File: config.mk
export PLATFORM = sky130hd
export DESIGN_NAME = breathing_rgb_led_pwm_core_flat
export DESIGN_NICKNAME = d
export VERILOG_FILES = /design/src/rtl/core/brl_pkg.sv /design/src/rtl/core/brl_tick_if.sv /design/src/rtl/core/brl_led_if.sv /design/src/rtl/core/breathing_rgb_led_pwm_core.sv /design/src/flat_wrapper.sv
export SDC_FILE = /design/constraint.sdc
export NUM_CORES = 1
export LEC_CHECK = 0
export BUFFER_PORTS_ARGS = -buffer_cell sky130_fd_sc_hd__buf_2
export CORE_ASPECT_RATIO = 1.4
export CORE_MARGIN = 8
export CORE_UTILIZATION = 40
export CTS_CLUSTER_SIZE = 16
export DETAILED_ROUTE_END_ITERATION = 10
export MAX_ROUTING_LAYER = met4
export PLACE_DENSITY_LB_ADDON = 0.3
export SLEW_MARGIN = 20
export SYNTH_ARGS = -nofsm -noshare
export SYNTH_HDL_FRONTEND = slang
export SYNTH_SLANG_ARGS = --single-unit
File: constraint.sdc
create_clock -name clk -period 17 [get_ports clk]
set_clock_uncertainty 0.2 [all_clocks]
set_input_delay 1.7 -clock clk [delete_from_list [all_inputs] [get_ports clk]]
set_output_delay 1.7 -clock clk [all_outputs]
set_load 0.01 [all_outputs]
File: src/rtl/core/brl_pkg.sv
// Package: shared constants, types and helpers for the breathing RGB LED PWM core.
`timescale 1ns / 1ps

package brl_pkg;

  localparam int unsigned ADDR_W  = 4;
  localparam int unsigned DATA_W  = 32;
  localparam int unsigned COLOR_W = 8;
  localparam int unsigned PERIOD_W = 16;
  localparam int unsigned BCOUNT_W = 19;
  localparam int unsigned RAMP_W   = 8;
  localparam int unsigned BRIGHT_W = 7;
  localparam int unsigned PROD_W   = 23;

  typedef enum logic [1:0] {
    REG_COLOR_CODE    = 2'd0,
    REG_BREATH_PERIOD = 2'd1,
    REG_PWM_PERIOD    = 2'd2
  } reg_idx_t;

  localparam logic [COLOR_W-1:0]  COLOR_RED   = 8'd82;  // 'R'
  localparam logic [COLOR_W-1:0]  COLOR_GREEN = 8'd71;  // 'G'
  localparam logic [COLOR_W-1:0]  COLOR_BLUE  = 8'd66;  // 'B'
  localparam logic [COLOR_W-1:0]  COLOR_WHITE = 8'd87;  // 'W'

  localparam logic [COLOR_W-1:0]  COLOR_CODE_RST    = COLOR_WHITE;
  localparam logic [PERIOD_W-1:0] BREATH_PERIOD_RST = 16'd0;
  localparam logic [PERIOD_W-1:0] PWM_PERIOD_RST    = 16'd2000;

  localparam logic [RAMP_W-1:0]   RAMP_WRAP   = 8'd200;
  localparam logic [RAMP_W-1:0]   RAMP_HALF   = 8'd100;
  localparam logic [PROD_W-1:0]   PERCENT_MUL = 23'd100;

  // pin_state: bit0 red, bit1 green, bit2 blue, bit3 on phase
  typedef logic [3:0] pins_t;

  function automatic logic [2:0] color_pins(input logic [COLOR_W-1:0] code);
    logic [2:0] pins;
    unique case (code)
      COLOR_RED:   pins = 3'b001;
      COLOR_GREEN: pins = 3'b010;
      COLOR_BLUE:  pins = 3'b100;
      COLOR_WHITE: pins = 3'b111;
      default:     pins = 3'b000;
    endcase
    return pins;
  endfunction

  // triangle fold of the 0..199 ramp into 0..100 percent
  function automatic logic [BRIGHT_W-1:0] ramp_fold(input logic [RAMP_W-1:0] ramp);
    logic [RAMP_W-1:0] folded;
    folded = (ramp >= RAMP_HALF) ? (RAMP_WRAP - ramp) : ramp;
    return folded[BRIGHT_W-1:0];
  endfunction

endpackage

File: src/rtl/core/brl_tick_if.sv
// Interface: tick input channel (valid/ready with PWM and breathing ticks).
`timescale 1ns / 1ps

interface brl_tick_if;
  logic valid;
  logic ready;
  logic pwm_tick;
  logic breath_tick;

  modport source (output valid, output pwm_tick, output breath_tick, input ready);
  modport sink   (input valid, input pwm_tick, input breath_tick, output ready);
endinterface

File: src/rtl/core/brl_led_if.sv
// Interface: LED result channel (valid/ready with pin drives and brightness).
`timescale 1ns / 1ps

interface brl_led_if;
  logic       valid;
  logic       ready;
  logic       red_on;
  logic       green_on;
  logic       blue_on;
  logic       led_active;
  logic [6:0] brightness_now;

  modport source (output valid, output red_on, output green_on, output blue_on,
                  output led_active, output brightness_now, input ready);
  modport sink   (input valid, input red_on, input green_on, input blue_on,
                  input led_active, input brightness_now, output ready);
endinterface

File: src/rtl/core/breathing_rgb_led_pwm_core.sv
// Top level: breathing RGB LED PWM core with APB configuration.
//
//   channel  dir  handshake      payload
//   ticks    in   valid/ready    pwm_tick, breath_tick
//   leds     out  valid/ready    red_on, green_on, blue_on, led_active, brightness_now
//   apb      in   psel/penable   color_code @0x0, breath_period_ms @0x4, pwm_period_ticks @0x8
//
// One transfer per cycle unless the output stalls; the result appears in the next cycle.
// Path per cycle: ramp fold, one 7x16 multiply and a 23-bit compare.
// The output register holds the result; a new input is taken whenever it is empty or drained.
// rst is synchronous; after reset the core accepts input on the next cycle.
`timescale 1ns / 1ps

module breathing_rgb_led_pwm_core (
  input  logic                         clk,
  input  logic                         rst,
  brl_tick_if.sink                     ticks,
  brl_led_if.source                    leds,
  input  logic                         psel,
  input  logic                         penable,
  input  logic                         pwrite,
  input  logic [brl_pkg::ADDR_W-1:0]   paddr,
  input  logic [brl_pkg::DATA_W-1:0]   pwdata,
  output logic [brl_pkg::DATA_W-1:0]   prdata,
  output logic                         pready
);

  logic [brl_pkg::COLOR_W-1:0]  color_code;
  logic [brl_pkg::PERIOD_W-1:0] breath_period_ms;
  logic [brl_pkg::PERIOD_W-1:0] pwm_period_ticks;

  logic [brl_pkg::PERIOD_W-1:0] pwm_count, pwm_count_next;
  logic [brl_pkg::BCOUNT_W-1:0] breath_count, breath_count_next;
  logic [brl_pkg::RAMP_W-1:0]   ramp_step, ramp_step_next;
  logic [brl_pkg::BRIGHT_W-1:0] brightness, brightness_next;
  brl_pkg::pins_t               pin_state, pin_state_next;
  logic                         out_valid;

  logic                         accept;
  logic                         cfg_write;
  logic [brl_pkg::BCOUNT_W-1:0] breath_limit;
  logic [brl_pkg::BCOUNT_W-1:0] breath_count_inc;
  logic [brl_pkg::RAMP_W-1:0]   ramp_inc;
  logic [brl_pkg::PERIOD_W-1:0] pwm_count_inc;
  logic [brl_pkg::PROD_W-1:0]   count_scaled;
  logic [brl_pkg::PROD_W-1:0]   on_bound;
  logic                         pwm_on;

  // configuration port
  assign pready    = 1'b1;
  assign cfg_write = psel && penable && pwrite && pready;

  always_ff @(posedge clk) begin
    if (rst) begin
      color_code       <= brl_pkg::COLOR_CODE_RST;
      breath_period_ms <= brl_pkg::BREATH_PERIOD_RST;
      pwm_period_ticks <= brl_pkg::PWM_PERIOD_RST;
    end else if (cfg_write) begin
      unique case (paddr[3:2])
        brl_pkg::REG_COLOR_CODE:    color_code       <= pwdata[brl_pkg::COLOR_W-1:0];
        brl_pkg::REG_BREATH_PERIOD: breath_period_ms <= pwdata[brl_pkg::PERIOD_W-1:0];
        brl_pkg::REG_PWM_PERIOD:    pwm_period_ticks <= pwdata[brl_pkg::PERIOD_W-1:0];
        default: ;
      endcase
    end
  end

  always_comb begin
    unique case (paddr[3:2])
      brl_pkg::REG_COLOR_CODE:    prdata = {24'd0, color_code};
      brl_pkg::REG_BREATH_PERIOD: prdata = {16'd0, breath_period_ms};
      brl_pkg::REG_PWM_PERIOD:    prdata = {16'd0, pwm_period_ticks};
      default:                    prdata = '0;
    endcase
  end

  // handshake
  assign ticks.ready = !out_valid || leds.ready;
  assign accept      = ticks.valid && ticks.ready;

  // breathing prescaler and ramp
  assign breath_limit     = {1'b0, breath_period_ms, 2'b00} + {3'b000, breath_period_ms};
  assign breath_count_inc = breath_count + 19'd1;
  assign ramp_inc         = ramp_step + 8'd1;

  always_comb begin
    breath_count_next = breath_count;
    ramp_step_next    = ramp_step;
    brightness_next   = brightness;
    if (ticks.breath_tick) begin
      if (breath_count_inc >= breath_limit) begin
        breath_count_next = '0;
        ramp_step_next    = (ramp_inc >= brl_pkg::RAMP_WRAP) ? '0 : ramp_inc;
      end else begin
        breath_count_next = breath_count_inc;
      end
      brightness_next = brl_pkg::ramp_fold(ramp_step_next);
    end
  end

  // PWM: count <= floor(b*P/100)  <=>  100*count <= b*P
  assign pwm_count_inc = pwm_count + 16'd1;
  assign count_scaled  = {7'd0, pwm_count_inc} * brl_pkg::PERCENT_MUL;
  assign on_bound      = {16'd0, brightness_next} * {7'd0, pwm_period_ticks};
  assign pwm_on        = count_scaled <= on_bound;

  always_comb begin
    pwm_count_next = pwm_count;
    pin_state_next = pin_state;
    if (ticks.pwm_tick) begin
      pin_state_next = pwm_on ? {1'b1, brl_pkg::color_pins(color_code)} : 4'b0000;
      pwm_count_next = (pwm_count_inc >= pwm_period_ticks) ? '0 : pwm_count_inc;
    end
  end

  always_ff @(posedge clk) begin
    if (rst) begin
      pwm_count    <= '0;
      breath_count <= '0;
      ramp_step    <= '0;
      brightness   <= '0;
      pin_state    <= '0;
      out_valid    <= 1'b0;
    end else begin
      if (accept) begin
        pwm_count    <= pwm_count_next;
        breath_count <= breath_count_next;
        ramp_step    <= ramp_step_next;
        brightness   <= brightness_next;
        pin_state    <= pin_state_next;
        out_valid    <= 1'b1;
      end else if (leds.ready) begin
        out_valid <= 1'b0;
      end
    end
  end

  assign leds.valid          = out_valid;
  assign leds.red_on         = pin_state[0];
  assign leds.green_on       = pin_state[1];
  assign leds.blue_on        = pin_state[2];
  assign leds.led_active     = pin_state[3];
  assign leds.brightness_now = brightness;

`ifndef SYNTHESIS
  a_ramp_range: assert property (@(posedge clk) disable iff (rst)
    ramp_step < brl_pkg::RAMP_WRAP)
    else $error("ramp out of range");

  a_bright_fold: assert property (@(posedge clk) disable iff (rst)
    brightness == brl_pkg::ramp_fold(ramp_step))
    else $error("brightness does not match ramp");

  a_dark_off: assert property (@(posedge clk) disable iff (rst)
    !pin_state[3] |-> (pin_state[2:0] == 3'b000))
    else $error("pin lit outside on phase");

  a_no_pwm_hold: assert property (@(posedge clk) disable iff (rst)
    (accept && !ticks.pwm_tick) |=> ($stable(pin_state) && $stable(pwm_count)))
    else $error("PWM state moved without a PWM tick");
`endif

endmodule

File: src/flat_wrapper.sv
// flat-port wrapper written by rule: the top's interface ports become plain ports
module breathing_rgb_led_pwm_core_flat 
  (clk, rst, psel, penable, pwrite, paddr, pwdata, prdata, pready, ticks_valid, ticks_pwm_tick, ticks_breath_tick, ticks_ready, leds_valid, leds_red_on, leds_green_on, leds_blue_on, leds_led_active, leds_brightness_now, leds_ready);
  brl_tick_if ticks_i ();
  brl_led_if leds_i ();
  input  logic clk;
  input  logic rst;
  input  logic psel;
  input  logic penable;
  input  logic pwrite;
  input  logic [brl_pkg::ADDR_W-1:0] paddr;
  input  logic [brl_pkg::DATA_W-1:0] pwdata;
  output logic [brl_pkg::DATA_W-1:0] prdata;
  output logic pready;
  input wire logic [$bits(ticks_i.valid)-1:0] ticks_valid;
  input wire logic [$bits(ticks_i.pwm_tick)-1:0] ticks_pwm_tick;
  input wire logic [$bits(ticks_i.breath_tick)-1:0] ticks_breath_tick;
  output wire logic [$bits(ticks_i.ready)-1:0] ticks_ready;
  output wire logic [$bits(leds_i.valid)-1:0] leds_valid;
  output wire logic [$bits(leds_i.red_on)-1:0] leds_red_on;
  output wire logic [$bits(leds_i.green_on)-1:0] leds_green_on;
  output wire logic [$bits(leds_i.blue_on)-1:0] leds_blue_on;
  output wire logic [$bits(leds_i.led_active)-1:0] leds_led_active;
  output wire logic [$bits(leds_i.brightness_now)-1:0] leds_brightness_now;
  input wire logic [$bits(leds_i.ready)-1:0] leds_ready;
  assign ticks_i.valid = ticks_valid;
  assign ticks_i.pwm_tick = ticks_pwm_tick;
  assign ticks_i.breath_tick = ticks_breath_tick;
  assign ticks_ready = ticks_i.ready;
  assign leds_valid = leds_i.valid;
  assign leds_red_on = leds_i.red_on;
  assign leds_green_on = leds_i.green_on;
  assign leds_blue_on = leds_i.blue_on;
  assign leds_led_active = leds_i.led_active;
  assign leds_brightness_now = leds_i.brightness_now;
  assign leds_i.ready = leds_ready;
  breathing_rgb_led_pwm_core u_core (.clk(clk), .rst(rst), .ticks(ticks_i), .leds(leds_i), .psel(psel), .penable(penable), .pwrite(pwrite), .paddr(paddr), .pwdata(pwdata), .prdata(prdata), .pready(pready));
endmodule
==> metrics.log <==
INFO  metric run_status = complete, no violations
INFO  metric wl_per_cell = 19.2 µm
INFO  metric worst_setup_path_end_kind = flip-flop
INFO  metric finalWirelength = 43.7 mm
INFO  metric min-delay-path-class = flip-flop to flip-flop
INFO  metric ys_ff_latch = 95
INFO  metric netlist.area_leader.share = 0.146
INFO  metric final_cell_count_no_fill = 2280
INFO  metric placed_cells = 2264
INFO  metric tritoncts_clock_tree = built
INFO  metric fin_nets = 2105
INFO  metric dp_hpwl = 32.3 mm
INFO  metric detail_route.iter0.violations = 1298
INFO  metric cts_buffer_count = 9
INFO  metric critPathArrivalTime = 13830 ps
INFO  metric critical_path.slowest_cell = sky130_fd_sc_hd__o41ai_1
INFO  metric layout.cells.most_common = sky130_fd_sc_hd__nand2_1
INFO  metric syn_inst = 1862
INFO  metric drt_first_pass_iters = 6
INFO  metric tightest_slew = 1020 ps
INFO  metric grt_max_degree = 91
INFO  metric rsz0062_at_grt = no
INFO  metric cts.reportedPaths.clkPinSlew = 80 ps
INFO  metric drv.max_cap_violation_count = 0
INFO  metric setup.worst_path.start_class = flip-flop
INFO  metric seq_area_frac_synth = 0.133
INFO  metric synth.yosys.warnings = 0
INFO  metric critPathRequiredTime = 17050 ps
INFO  metric cts_hold_buf = 0
INFO  metric final-max-slew-violation-count = 0
INFO  metric hold-path-cell-count = 2
INFO  metric route.antenna.remaining_nets = 0
INFO  metric yosysTopAreaCell = sky130_fd_sc_hd__ha_1
INFO  metric areal_power_density_over_the_cells = 58.0 nW/µm²
INFO  metric synth-edff-count = 0
INFO  metric initial_core_util = 0.401
INFO  metric postSynth.asyncResetShare = 0
INFO  metric post-route-min-period = 13780 ps
INFO  metric post_place_cell_area = 14700 µm²
INFO  metric grt_usage = 0.211
INFO  metric core.rowCount = 82
INFO  metric clock_insertion_delay_worst_skew = 370 ps
INFO  metric first_global_vias = 13400
INFO  metric netlist-cell-type-count = 83
INFO  metric mappedNetlistArea = 14200 µm²
INFO  metric grt_antenna_before_repair = 0
INFO  metric design_area = 15000 µm²
INFO  metric mean_syn_cell_area = 7.65 µm²
INFO  metric die_height = 239 µm
INFO  metric root_buffer = sky130_fd_sc_hd__clkbuf_16
INFO  metric synthFlopType = sky130_fd_sc_hd__dfxtp_1
INFO  metric die_area = 42000 µm²
INFO  metric dieWidth = 176 µm
INFO  metric ctsLongestPathBuffers = 2
INFO  metric r2r_cells = 46
INFO  metric overflow = 0
INFO  metric drcViolationCount = 0
INFO  metric htree_levels = 3
INFO  metric fmaxAchievable = 0.0726 GHz
INFO  metric portBuffers = 55
INFO  metric layout_common_cells = sky130_fd_sc_hd__nand2_1 (236), sky130_fd_sc_hd__ha_1 (166), sky130_fd_sc_hd__inv_1 (145)
INFO  metric layout.filler_cells = 3674
INFO  metric max_stage_delay = 750 ps
INFO  metric grt_pass1_wl = 70.4 mm
INFO  metric place_congestion = 0.910
INFO  metric finalCritPeriodShare = 0.811
INFO  metric post_cts_resize_count = 0
INFO  metric area.growth.synth_to_final = 5.10%
INFO  metric peakVddDrop = 51.6 µV
INFO  metric startpoint_to_endpoint_class_of_the_critical_path = flip-flop to flip-flop
INFO  metric cts_setup_buffers = 0
INFO  metric tritoncts_num_sinks = 95
INFO  metric total_leakage_power = 6.60 nW
INFO  metric ioPinCount = 91
INFO  metric core_area = 35500 µm²
INFO  metric diodes = 0
INFO  metric viasPerCell = 6.04
INFO  metric slew_headroom = 0.316
INFO  metric critical-path-top-cell-by-count = sky130_fd_sc_hd__fa_1
INFO  metric setup_viol = 0
INFO  metric synth_area_leaders = sky130_fd_sc_hd__ha_1 (15%), sky130_fd_sc_hd__dfxtp_1 (13%), sky130_fd_sc_hd__fa_1 (11%)
INFO  metric tns = 0 ps
INFO  metric post_route_cells_drive_above_1_share = 0.0787
INFO  metric finalHoldViolations = 0
INFO  metric crit_path_max_fanout = 62
INFO  metric routed-via-count = 13800
## state kept, by name (all words and copies together), names as in the netlist
signal and count:
u_core.breath_count 19, u_core.breath_period_ms 16, u_core.pwm_count 16, u_core.pwm_period_ticks 16, u_core.color_code 8, u_core.ramp_step 8, u_core.leds.brightness_now 7, u_core.pin_state 4
u_core.leds.valid 1
## logic make-up (layout without fill, tap and decap cells)
group,Yosys count,count (layout),share of synthesized area
and+or+nand+nor,640,640,0.213
muxes,22,22,0.0162
other,2,17,0.000527
xor gates and xnor gates,82,82,0.0504
DFF,95,95,0.133
AOI/OAI and AO/OA,466,466,0.234
buffers and inverters,308,249,0.0921
adders and majority gates,247,247,0.260
## cell type report
class | count | area (µm²) | share of cell area
clock buffer | 9 | 225 | 0.0150
clock inverter | 7 | 70.1 | 0.00468
timing repair buffer | 87 | 518 | 0.0346
sequential | 95 | 1900 | 0.127
multi-input combinational | 1474 | 11100 | 0.743
inverter | 146 | 548 | 0.0366
tap | 462 | 578 | 0.0386
## synth_stat cells, types with 39 or more instances
cell                         n
sky130_fd_sc_hd__nand3_1    59
sky130_fd_sc_hd__ha_1      166
sky130_fd_sc_hd__a21oi_1   100
sky130_fd_sc_hd__dfxtp_1    95
sky130_fd_sc_hd__o21ai_0    62
sky130_fd_sc_hd__a31oi_1    40
sky130_fd_sc_hd__inv_1     145
sky130_fd_sc_hd__nor4_1     44
sky130_fd_sc_hd__xor2_1     39
sky130_fd_sc_hd__nor2_1    128
sky130_fd_sc_hd__xnor2_1    43
sky130_fd_sc_hd__fa_1       81
sky130_fd_sc_hd__clkbuf_1  110
sky130_fd_sc_hd__nand2_1   236
## final timing paths
check | from | to | slack, ps
min reg2reg | u_core.pin_state[1] | u_core.pin_state[1] | 260
min | u_core.pin_state[1] | u_core.pin_state[1] | 260
max reg2reg | u_core.breath_period_ms[0] | u_core.pin_state[2] | 3220
max | u_core.breath_period_ms[0] | u_core.pin_state[2] | 3220
## worst max-delay path: cells and delay by family, from the launching register on
family,cells,cell delay (ps)
AOI/OAI and AO/OA,21,5330
adders and majority gates,9,3650
and+or+nand+nor,8,2050
buffers and inverters,6,1590
DFF,1,370
xor gates and xnor gates,2,360
## routing by layer
metal | part of all wire | vias to the layer above | track usage | routed length (µm)
met5 | 0 | - | - | 0
met4 | 0.055 | 0 | 0.119 | 2380
met1 | 0.40 | 6550 | 0.237 | 17300
met2 | 0.49 | 538 | 0.363 | 21600
met3 | 0.055 | 139 | 0.0243 | 2390
li1 | - | 6545 | - | -
## power breakdown
| group | switching [mW] | leakage [nW] | internal [mW] |
|---|---|---|---|
| registers | 0.0111 | 0.770 | 0.227 |
| clock network | 0.106 | 0.147 | 0.104 |
| logic | 0.267 | 5.69 | 0.154 |
| total | 0.384 | 6.60 | 0.485 |
## metrics by stage
step	total power [mW]	utilization	setup WS (ps)	hold slack [ps]
CTS	0.872	0.422	3360	269
finish	0.869	0.422	3220	262
detailed placement	0.660	0.413	3410	250
global route	0.924	0.422	2500	291
floorplan	0.550	-	4860	253
global placement	0.652	0.413	3450	240
(Power assumes the default switching activity.)
